## src/lmsf_pkg.sv

```systemverilog
`default_nettype none

package lmsf_pkg;

  localparam int unsigned DATA_W     = 16;
  localparam int unsigned MAG_W      = 15;
  localparam int unsigned TAPCFG_W   = 6;
  localparam int unsigned CFG_IDX_W  = 3;
  localparam int unsigned CFG_DATA_W = 16;

  localparam logic [MAG_W-1:0]    LR_RESET     = 15'd328;
  localparam logic [MAG_W-1:0]    TARGET_RESET = 15'd33;
  localparam logic [MAG_W-1:0]    MAXERR_RESET = 15'd3277;
  localparam logic [TAPCFG_W-1:0] TAPS_RESET   = 6'd32;
  localparam logic [DATA_W-1:0]   OFFSET_RESET = 16'd0;

  typedef enum logic [CFG_IDX_W-1:0] {
    REG_LEARNING_RATE = 3'd0,
    REG_TARGET_ERROR  = 3'd1,
    REG_MAX_ERROR     = 3'd2,
    REG_TAP_COUNT     = 3'd3,
    REG_START_OFFSET  = 3'd4
  } cfg_reg_e;

  typedef enum logic [2:0] {
    OUT_RUNNING   = 3'd0,
    OUT_CONVERGED = 3'd1,
    OUT_END_OK    = 3'd2,
    OUT_END_FAIL  = 3'd3,
    OUT_IGNORED   = 3'd4
  } outcome_e;

  typedef struct packed {
    logic signed [DATA_W-1:0] x_sample;
    logic signed [DATA_W-1:0] d_sample;
    logic                     first_of_run;
    logic                     last_of_run;
  } in_req_t;

  typedef struct packed {
    logic signed [DATA_W-1:0] error_value;
    logic [MAG_W-1:0]         average_error;
    logic [2:0]               outcome;
    logic [MAG_W-1:0]         final_error;
  } out_rsp_t;

endpackage

`default_nettype wire

```

## src/lmsf_ram.sv

```systemverilog
`default_nettype none

module lmsf_ram #(
  parameter int unsigned WIDTH = 16,
  parameter int unsigned DEPTH = 32
) (
  input  wire logic                     clk_i,
  input  wire logic                     we_i,
  input  wire logic [$clog2(DEPTH)-1:0] waddr_i,
  input  wire logic [WIDTH-1:0]         wdata_i,
  input  wire logic                     re_i,
  input  wire logic [$clog2(DEPTH)-1:0] raddr_i,
  output logic [WIDTH-1:0]              rdata_o
);

  logic [WIDTH-1:0] mem_q [DEPTH];
  logic [WIDTH-1:0] rdata_q;

  always_ff @(posedge clk_i) begin
    if (we_i) begin
      mem_q[waddr_i] <= wdata_i;
    end
    if (re_i) begin
      rdata_q <= mem_q[raddr_i];
    end
  end

  assign rdata_o = rdata_q;

endmodule

`default_nettype wire

```

## src/lms_adaptive_fir_q15.sv

```systemverilog
`default_nettype none
// An item walks every active tap once for the estimate and once for the update; an item
//   arriving after the run has ended goes straight to the answer state without the taps.
// One item at a time: a new item is taken only once the last result has been handed
//   on; the pace is set by the single shared 16x16 multiplier (one product per tap for
//   the estimate, two per tap for the update) and the one read port of each tap memory.
// Reset: asynchronous, active low; taps and delay line read as zero through valid
//   bits, control and configuration registers take their reset values, no clearing pass.

module lms_adaptive_fir_q15 #(
  parameter int unsigned MAX_TAPS = 32
) (
  input  wire logic                                clk_i,
  input  wire logic                                rst_ni,
  input  wire logic                                in_valid_i,
  output logic                                     in_ready_o,
  input  wire lmsf_pkg::in_req_t                   in_req_i,
  output logic                                     out_valid_o,
  input  wire logic                                out_ready_i,
  output lmsf_pkg::out_rsp_t                       out_rsp_o,
  input  wire logic                                cfg_valid_i,
  output logic                                     cfg_ready_o,
  input  wire logic [lmsf_pkg::CFG_IDX_W-1:0]      cfg_index_i,
  input  wire logic [lmsf_pkg::CFG_DATA_W-1:0]     cfg_data_i
);

  import lmsf_pkg::*;

  localparam int unsigned AW = (MAX_TAPS > 1) ? $clog2(MAX_TAPS) : 1;
  localparam int unsigned TW = $clog2(MAX_TAPS + 1);
  localparam int unsigned CW = (TW > TAPCFG_W) ? TW : TAPCFG_W;

  typedef enum logic [9:0] {
    S_IDLE = 10'b0000000001,
    S_ERD  = 10'b0000000010,
    S_EMUL = 10'b0000000100,
    S_ERR  = 10'b0000001000,
    S_CHK  = 10'b0000010000,
    S_URD  = 10'b0000100000,
    S_UM1  = 10'b0001000000,
    S_UM2  = 10'b0010000000,
    S_UWR  = 10'b0100000000,
    S_DONE = 10'b1000000000
  } state_e;

  state_e state_q, state_d;

  // configuration
  logic [MAG_W-1:0]    lr_q, target_q, maxerr_q;
  logic [TAPCFG_W-1:0] tapcfg_q;
  logic [DATA_W-1:0]   offset_q;

  // run state
  logic [MAG_W-1:0]  avg_q;
  logic [DATA_W-1:0] sample_index_q;
  logic              finished_q;

  // per-item working registers
  in_req_t                  req_q;
  logic [TW-1:0]            taps_q;
  logic [TW-1:0]            m_q;
  logic [DATA_W-1:0]        item_idx_q;
  logic signed [DATA_W-1:0] acc_q;
  logic signed [DATA_W-1:0] prod_q;
  logic signed [DATA_W-1:0] err_q;
  logic signed [DATA_W-1:0] w_hold_q;
  logic signed [DATA_W-1:0] dlh_q;
  logic signed [DATA_W-1:0] prev_q;
  logic                     w_ok_q, dl_ok_q, use_x_q;
  out_rsp_t                 rsp_q;
  out_rsp_t                 out_q;
  logic                     out_valid_q;
  logic [MAX_TAPS-1:0]      w_vld_q, dl_vld_q;

  // effective tap count of the incoming item
  logic [CW-1:0] tc_ext;
  logic [TW-1:0] taps_eff;
  always_comb begin
    tc_ext = CW'(tapcfg_q);
    if (tc_ext == '0) begin
      taps_eff = TW'(1);
    end else if (tc_ext > CW'(MAX_TAPS)) begin
      taps_eff = TW'(MAX_TAPS);
    end else begin
      taps_eff = TW'(tc_ext);
    end
  end

  logic          is_last;
  logic [TW-1:0] m_next;
  logic [TW-1:0] rd_sel;
  logic [AW-1:0] rd_addr;
  logic          ram_re;

  assign is_last = (m_q == taps_q - TW'(1));
  assign m_next  = m_q + TW'(1);
  assign rd_sel  = (state_q == S_UWR) ? m_next : m_q;
  assign rd_addr = rd_sel[AW-1:0];
  assign ram_re  = (state_q == S_ERD) || (state_q == S_URD) ||
                   ((state_q == S_UWR) && !is_last);

  // tap memories
  logic [DATA_W-1:0] w_rd, dl_rd;
  logic              w_we, dl_we;
  logic [DATA_W-1:0] w_wdata;

  assign w_we    = (state_q == S_UWR);
  assign dl_we   = (state_q == S_UWR) && (m_q != '0);
  assign w_wdata = DATA_W'(w_hold_q + prod_q);

  lmsf_ram #(.WIDTH(DATA_W), .DEPTH(MAX_TAPS)) u_weight_ram (
    .clk_i   (clk_i),
    .we_i    (w_we),
    .waddr_i (m_q[AW-1:0]),
    .wdata_i (w_wdata),
    .re_i    (ram_re),
    .raddr_i (rd_addr),
    .rdata_o (w_rd)
  );

  lmsf_ram #(.WIDTH(DATA_W), .DEPTH(MAX_TAPS)) u_delay_ram (
    .clk_i   (clk_i),
    .we_i    (dl_we),
    .waddr_i (m_q[AW-1:0]),
    .wdata_i (prev_q),
    .re_i    (ram_re),
    .raddr_i (rd_addr),
    .rdata_o (dl_rd)
  );

  // tap operands; the head of the delay line is the incoming sample
  logic signed [DATA_W-1:0] w_eff, dl_eff;
  assign w_eff  = w_ok_q ? $signed(w_rd) : '0;
  assign dl_eff = use_x_q ? req_q.x_sample : (dl_ok_q ? $signed(dl_rd) : '0);

  // shared Q15 multiplier: floor shift by 15, keep 16 bits
  logic signed [DATA_W-1:0]   op_a, op_b;
  logic signed [2*DATA_W-1:0] mul_full;
  logic signed [DATA_W-1:0]   qmul;

  always_comb begin
    case (state_q)
      S_UM1: begin
        op_a = dl_eff;
        op_b = err_q;
      end
      S_UM2: begin
        op_a = $signed({1'b0, lr_q});
        op_b = prod_q;
      end
      default: begin
        op_a = w_eff;
        op_b = dl_eff;
      end
    endcase
  end

  assign mul_full = (2*DATA_W)'(op_a) * (2*DATA_W)'(op_b);
  assign qmul     = mul_full[30:15];

  // error, magnitude, average and end-of-run decision
  logic signed [DATA_W-1:0] est;
  logic [DATA_W-1:0]        err_neg;
  logic [MAG_W-1:0]         mag;
  logic [MAG_W:0]           avg_sum;
  logic [MAG_W-1:0]         avg_new;
  logic                     conv;

  assign est     = DATA_W'(acc_q + prod_q);
  assign err_neg = DATA_W'(-err_q);
  always_comb begin
    if (!err_q[DATA_W-1]) begin
      mag = err_q[MAG_W-1:0];
    end else if (err_q == 16'sh8000) begin
      mag = '1;
    end else begin
      mag = err_neg[MAG_W-1:0];
    end
  end
  assign avg_sum = {1'b0, avg_q} + {1'b0, mag};
  assign avg_new = avg_sum[MAG_W:1];
  assign conv    = (avg_new <= target_q) && (item_idx_q > DATA_W'(taps_q >> 2));

  logic out_free;
  assign out_free    = !out_valid_q || out_ready_i;
  assign in_ready_o  = (state_q == S_IDLE);
  assign out_valid_o = out_valid_q;
  assign out_rsp_o   = out_q;
  assign cfg_ready_o = 1'b1;

  always_comb begin
    state_d = state_q;
    case (state_q)
      S_IDLE: begin
        if (in_valid_i) begin
          if (!in_req_i.first_of_run && finished_q) begin
            state_d = S_DONE;
          end else begin
            state_d = S_ERD;
          end
        end
      end
      S_ERD:  state_d = S_EMUL;
      S_EMUL: state_d = is_last ? S_ERR : S_ERD;
      S_ERR:  state_d = S_CHK;
      S_CHK:  state_d = S_URD;
      S_URD:  state_d = S_UM1;
      S_UM1:  state_d = S_UM2;
      S_UM2:  state_d = S_UWR;
      S_UWR:  state_d = is_last ? S_DONE : S_UM1;
      S_DONE: begin
        if (out_free) begin
          state_d = S_IDLE;
        end
      end
      default: state_d = S_IDLE;
    endcase
  end

  // control and run state
  always_ff @(posedge clk_i or negedge rst_ni) begin
    if (!rst_ni) begin
      state_q        <= S_IDLE;
      lr_q           <= LR_RESET;
      target_q       <= TARGET_RESET;
      maxerr_q       <= MAXERR_RESET;
      tapcfg_q       <= TAPS_RESET;
      offset_q       <= OFFSET_RESET;
      avg_q          <= '0;
      sample_index_q <= '0;
      finished_q     <= 1'b0;
      m_q            <= '0;
      w_vld_q        <= '0;
      dl_vld_q       <= '0;
      out_valid_q    <= 1'b0;
    end else begin
      state_q <= state_d;

      if (cfg_valid_i) begin
        case (cfg_index_i)
          REG_LEARNING_RATE: lr_q     <= cfg_data_i[MAG_W-1:0];
          REG_TARGET_ERROR:  target_q <= cfg_data_i[MAG_W-1:0];
          REG_MAX_ERROR:     maxerr_q <= cfg_data_i[MAG_W-1:0];
          REG_TAP_COUNT:     tapcfg_q <= cfg_data_i[TAPCFG_W-1:0];
          REG_START_OFFSET:  offset_q <= cfg_data_i;
          default: ;
        endcase
      end

      if ((state_q == S_IDLE) && in_valid_i && in_req_i.first_of_run) begin
        avg_q      <= '0;
        finished_q <= 1'b0;
      end

      if ((state_q == S_IDLE) || (state_q == S_CHK)) begin
        m_q <= '0;
      end else if (((state_q == S_EMUL) || (state_q == S_UWR)) && !is_last) begin
        m_q <= m_next;
      end

      if (state_q == S_CHK) begin
        avg_q          <= avg_new;
        sample_index_q <= item_idx_q + DATA_W'(1);
        if (conv || req_q.last_of_run) begin
          finished_q <= 1'b1;
        end
      end

      if (w_we) begin
        w_vld_q[m_q[AW-1:0]] <= 1'b1;
      end
      if (dl_we) begin
        dl_vld_q[m_q[AW-1:0]] <= 1'b1;
      end

      if ((state_q == S_DONE) && out_free) begin
        out_valid_q <= 1'b1;
      end else if (out_ready_i) begin
        out_valid_q <= 1'b0;
      end
    end
  end

  // datapath
  always_ff @(posedge clk_i) begin
    if ((state_q == S_IDLE) && in_valid_i) begin
      req_q      <= in_req_i;
      taps_q     <= taps_eff;
      acc_q      <= '0;
      item_idx_q <= in_req_i.first_of_run ? offset_q : sample_index_q;
      // ended run: answer without touching anything
      rsp_q.error_value   <= '0;
      rsp_q.average_error <= avg_q;
      rsp_q.outcome       <= OUT_IGNORED;
      rsp_q.final_error   <= '0;
    end

    if (ram_re) begin
      w_ok_q  <= w_vld_q[rd_addr];
      dl_ok_q <= dl_vld_q[rd_addr];
      use_x_q <= (rd_sel == '0);
    end

    if ((state_q == S_ERD) && (m_q != '0)) begin
      acc_q <= DATA_W'(acc_q + prod_q);
    end

    if ((state_q == S_EMUL) || (state_q == S_UM1) || (state_q == S_UM2)) begin
      prod_q <= qmul;
    end

    if (state_q == S_ERR) begin
      err_q <= DATA_W'(req_q.d_sample - est);
    end

    if (state_q == S_CHK) begin
      rsp_q.error_value   <= err_q;
      rsp_q.average_error <= avg_new;
      if (conv) begin
        rsp_q.outcome     <= OUT_CONVERGED;
        rsp_q.final_error <= '0;
      end else if (req_q.last_of_run) begin
        rsp_q.outcome     <= (mag <= maxerr_q) ? OUT_END_OK : OUT_END_FAIL;
        rsp_q.final_error <= mag;
      end else begin
        rsp_q.outcome     <= OUT_RUNNING;
        rsp_q.final_error <= '0;
      end
    end

    if (state_q == S_UM1) begin
      w_hold_q <= w_eff;
      dlh_q    <= dl_eff;
    end

    // shift the delay line one place as the taps go by
    if (state_q == S_UWR) begin
      prev_q <= dlh_q;
    end

    if ((state_q == S_DONE) && out_free) begin
      out_q <= rsp_q;
    end
  end

endmodule

`default_nettype wire
```

## config.mk

```make
export PLATFORM = sky130hd
export DESIGN_NAME = lms_adaptive_fir_q15
export DESIGN_NICKNAME = d
export VERILOG_FILES = /design/src/lmsf_pkg.sv /design/src/lmsf_ram.sv /design/src/lms_adaptive_fir_q15.sv
export SDC_FILE = /design/constraint.sdc
export NUM_CORES = 2
export LEC_CHECK = 0
export BUFFER_PORTS_ARGS = -buffer_cell sky130_fd_sc_hd__buf_2
export CORE_MARGIN = 1.5
export CORE_UTILIZATION = 40
export CTS_BUF_LIST = sky130_fd_sc_hd__clkbuf_8
export DETAILED_ROUTE_END_ITERATION = 7
export HOLD_SLACK_MARGIN = 0.05
export PLACE_DENSITY = 0.62
export SLEW_MARGIN = 20
export SYNTH_ARGS = -nofsm -noshare
export SYNTH_HDL_FRONTEND = slang
export SYNTH_HIERARCHICAL = 1
export SYNTH_SLANG_ARGS = --single-unit
```

## constraint.sdc

```tcl
create_clock -name clk_i -period 10.3 [get_ports clk_i]
set_input_delay 1.545 -clock clk_i [delete_from_list [all_inputs] [get_ports clk_i]]
set_output_delay 1.545 -clock clk_i [all_outputs]
set_load 0.01 [all_outputs]
```

==> impl_metrics.toml <==
[placement]
dp_hpwl_um = 119600
gp_congestion = 0.9300
portBuffers = 108

[global_route]
grt_max_degree = 116
grt_pass1_vias = 42370
grt_antenna_before_repair = 4
grt_first_pass_wirelength_um = 270700
grt_overflow = 0
grt_use_total = 0.2001

[timing]
rsz0062_at_grt = "no"
setup_viol = 0
timing.setup.tns_ps = 0
fmax_mhz = 114.1
min_period_over_period = 0.8511
hold_viol = 0
slew_headroom = 0.2288
worst_pin_slew_ps = 1157
maxSlewViolCount = 0
holdWs_ps = 406.0
skew_ps = 66.76
post-route-min-period_ps = 8766

[routing]
drt_wl_total_um = 181500
drtIter0Drc = 3877
num_vias = 42120
viasPerCell = 5.310
drc = 0
drt_pass1_iterations = 6
avgRoutedWirePerCell_um = 22.88
drtAntennaViolNets = 0

[setup_path]
crit_path_max_fanout = 31
start_kind = "flip-flop"
rrSetupSlack_ps = 1530
reg2reg_to = "prod_q[15]"
r2r_cells = 26
cp_num_buf_inv = 7
r2r-start = "state_q[6]"
path_depth = 26
cpMostUsedCell = "fa_1"
crit_path_end = "prod_q[15]"
max_stage_delay_ps = 850
cp.required_ps = 10950
critPathKind = "reg -> reg"
crit_arrival_ps = 9420
critPathCaptureType = "flip-flop"
slowest_stage = "fa_1"
crit_start = "state_q[6]"
critPathTopFamily = "adder cells"

[synth]
ys_top_cells_by_area = "edfxtp_1, fa_1, mux2i_1"
synth_flop_cell = "edfxtp_1"
syn_inst = 5102
synth_top_area_frac = 0.5486
ys_seq_area_frac = 0.6118
synth_largest_area_cell = "edfxtp_1"
syn_area_per_cell_um2 = 14.03
async_flop_share = 0.1210
yosysUniqueCellTypes = 87
syn_area_mm2 = 0.07159
yosys_warnings = 6
synth-edff-count = 1308
syn-num-nets = 5596
ys_ff_latch = 1488

[final_layout]
fin_nets = 5874
final_cell_mix = "edfxtp_1, mux2i_1, inv_1"
fillerInstances = 15990
area_delta_synth_final_pct = 11.05
final_common_cell = "edfxtp_1"
drive_above_1_share = 0.1365

[floorplan]
core_mm2 = 0.1780
num_rows = 155
die_area_mm2 = 0.1815
ios = 110
die_y_um = 426.1
die_w_um = 426.1
initial_core_util = 0.4021

[cts]
ctsHoldBuffers = 0
clkSinkCount = 1488
clockBufferDepth = 3
numCtsBuffers = 231
cts.clk_slew.worst_paths_ps = 60
clockRootBuffer = "clkbuf_8"
cts_resized = 0
cts_max_level = 4
postCtsSetupBuffers = 0
worstSkewPairLatency_ps = 970
cts_tree = "built"

[pwr]
cellLeakagePower_nw = 29.23
power_density_mw_per_mm2 = 218.0
ir_drop_uv = 300.5

[min_path]
hold_path.class = "reg -> reg"

[job]
cap_violations = 0

[outcome]
outcome = "finished clean"
where the power goes:
group          internal [W]  switching, W  leakage, nW
Clock               0.00231       0.00234         2.52
Sequential          0.00722      0.000181         14.2
Combinational       0.00205       0.00323         12.5
metrics by stage:
stage                     cells  worst slack [ps]  total power, W  area [um^2]    util
after floorplan            5102              1704         0.01123        71590       -
after global placement     7491              1770         0.01271        74960  0.4211
after detailed placement   7493              1645         0.01279        74990  0.4212
after CTS                  7920              1614         0.01749        79330  0.4456
after global routing       7931             987.6         0.01840        79500  0.4466
final                      7933              1534         0.01733        79510  0.4466
cell usage after synthesis, types with 12 or more instances:
library cell / count
fa_1: 259
nor2_1: 310
nand2_1: 354
mux2i_1: 518
o21a_1: 16
o21ai_0: 96
nand4_1: 51
buf_8: 12
or3_1: 13
dfrtp_1: 166
xnor2_1: 67
dfstp_2: 14
edfxtp_1: 1308
and3_1: 15
or2_2: 63
nand3_1: 94
nand2b_1: 37
buf_2: 40
buf_4: 40
a22o_1: 86
clkbuf_1: 100
o22ai_1: 25
a21o_1: 44
a31oi_1: 39
mux4_2: 16
nor3_1: 64
ha_1: 177
nor2b_1: 51
mux2_2: 59
a21oi_1: 135
and2_1: 47
a22oi_1: 131
buf_6: 14
inv_1: 411
xor2_1: 45
nand3b_1: 14
routing by layer:
metal | share of wire | track usage | vias up
li1 | - | - | 19090
met1 | 0.42 | 0.2652 | 21270
met2 | 0.48 | 0.3305 | 1397
met3 | 0.064 | 0.03619 | 354
met4 | 0.033 | 0.06862 | 2
met5 | 0.00017 | 0 | -
sequential cells by signal, indices dropped and copies added, names as in the netlist, 10 cells and up:
register	flops
w_vld_q	32
u_weight_ram/mem_q	512
maxerr_q	15
w_hold_q	16
dl_vld_q	32
out_rsp_o	49
u_delay_ram/mem_q	512
target_q	15
item_idx_q	16
u_delay_ram/rdata_o	16
lr_q	15
req_q	33
prev_q	16
state_q	10
rsp_q	49
offset_q	16
avg_q	15
sample_index_q	16
acc_q	16
dlh_q	16
err_q	16
u_weight_ram/rdata_o	16
prod_q	16
kinds of logic (layout without fill, tap and decap cells):
kind of cell,after synthesis,count (layout),synth area share
AO/OA/AOI/OAI,674,674,0.06465
adder cells (fa/ha/maj),436,436,0.1034
AND/OR/NAND/NOR,1163,1163,0.07787
XOR/XNOR,112,112,0.01370
flip-flops,1488,1488,0.6118
other,1,5,0.00005238
multiplexers,594,594,0.08693
buffers and inverters,634,1106,0.04166
cell type report:
cell class / instances / area, um^2 / area share
antenna: 4 / 10.01 / 0.0001259
clock buffer: 238 / 3276 / 0.04120
clock inverter: 189 / 1061 / 0.01335
inverter: 412 / 1554 / 0.01955
multi-input combinational: 2980 / 24970 / 0.3141
sequential: 1488 / 43800 / 0.5509
tap: 2355 / 2947 / 0.03706
timing repair buffer: 267 / 1888 / 0.02375
worst min-delay path by stage:
| stage | cells after the start | from | slack, ps | endpoint |
|---|---|---|---|---|
| floorplan | 0 | rsp_q[0] | 400 | out_rsp_o[0] |
| global placement | 0 | rsp_q[30] | 400 | out_rsp_o[30] |
| detailed placement | 0 | rsp_q[37] | 400 | out_rsp_o[37] |
| CTS | 0 | rsp_q[26] | 380 | out_rsp_o[26] |
| global route | 0 | rsp_q[26] | 400 | out_rsp_o[26] |
| finish | 0 | rsp_q[26] | 410 | out_rsp_o[26] |
(Power assumes the default switching activity.)
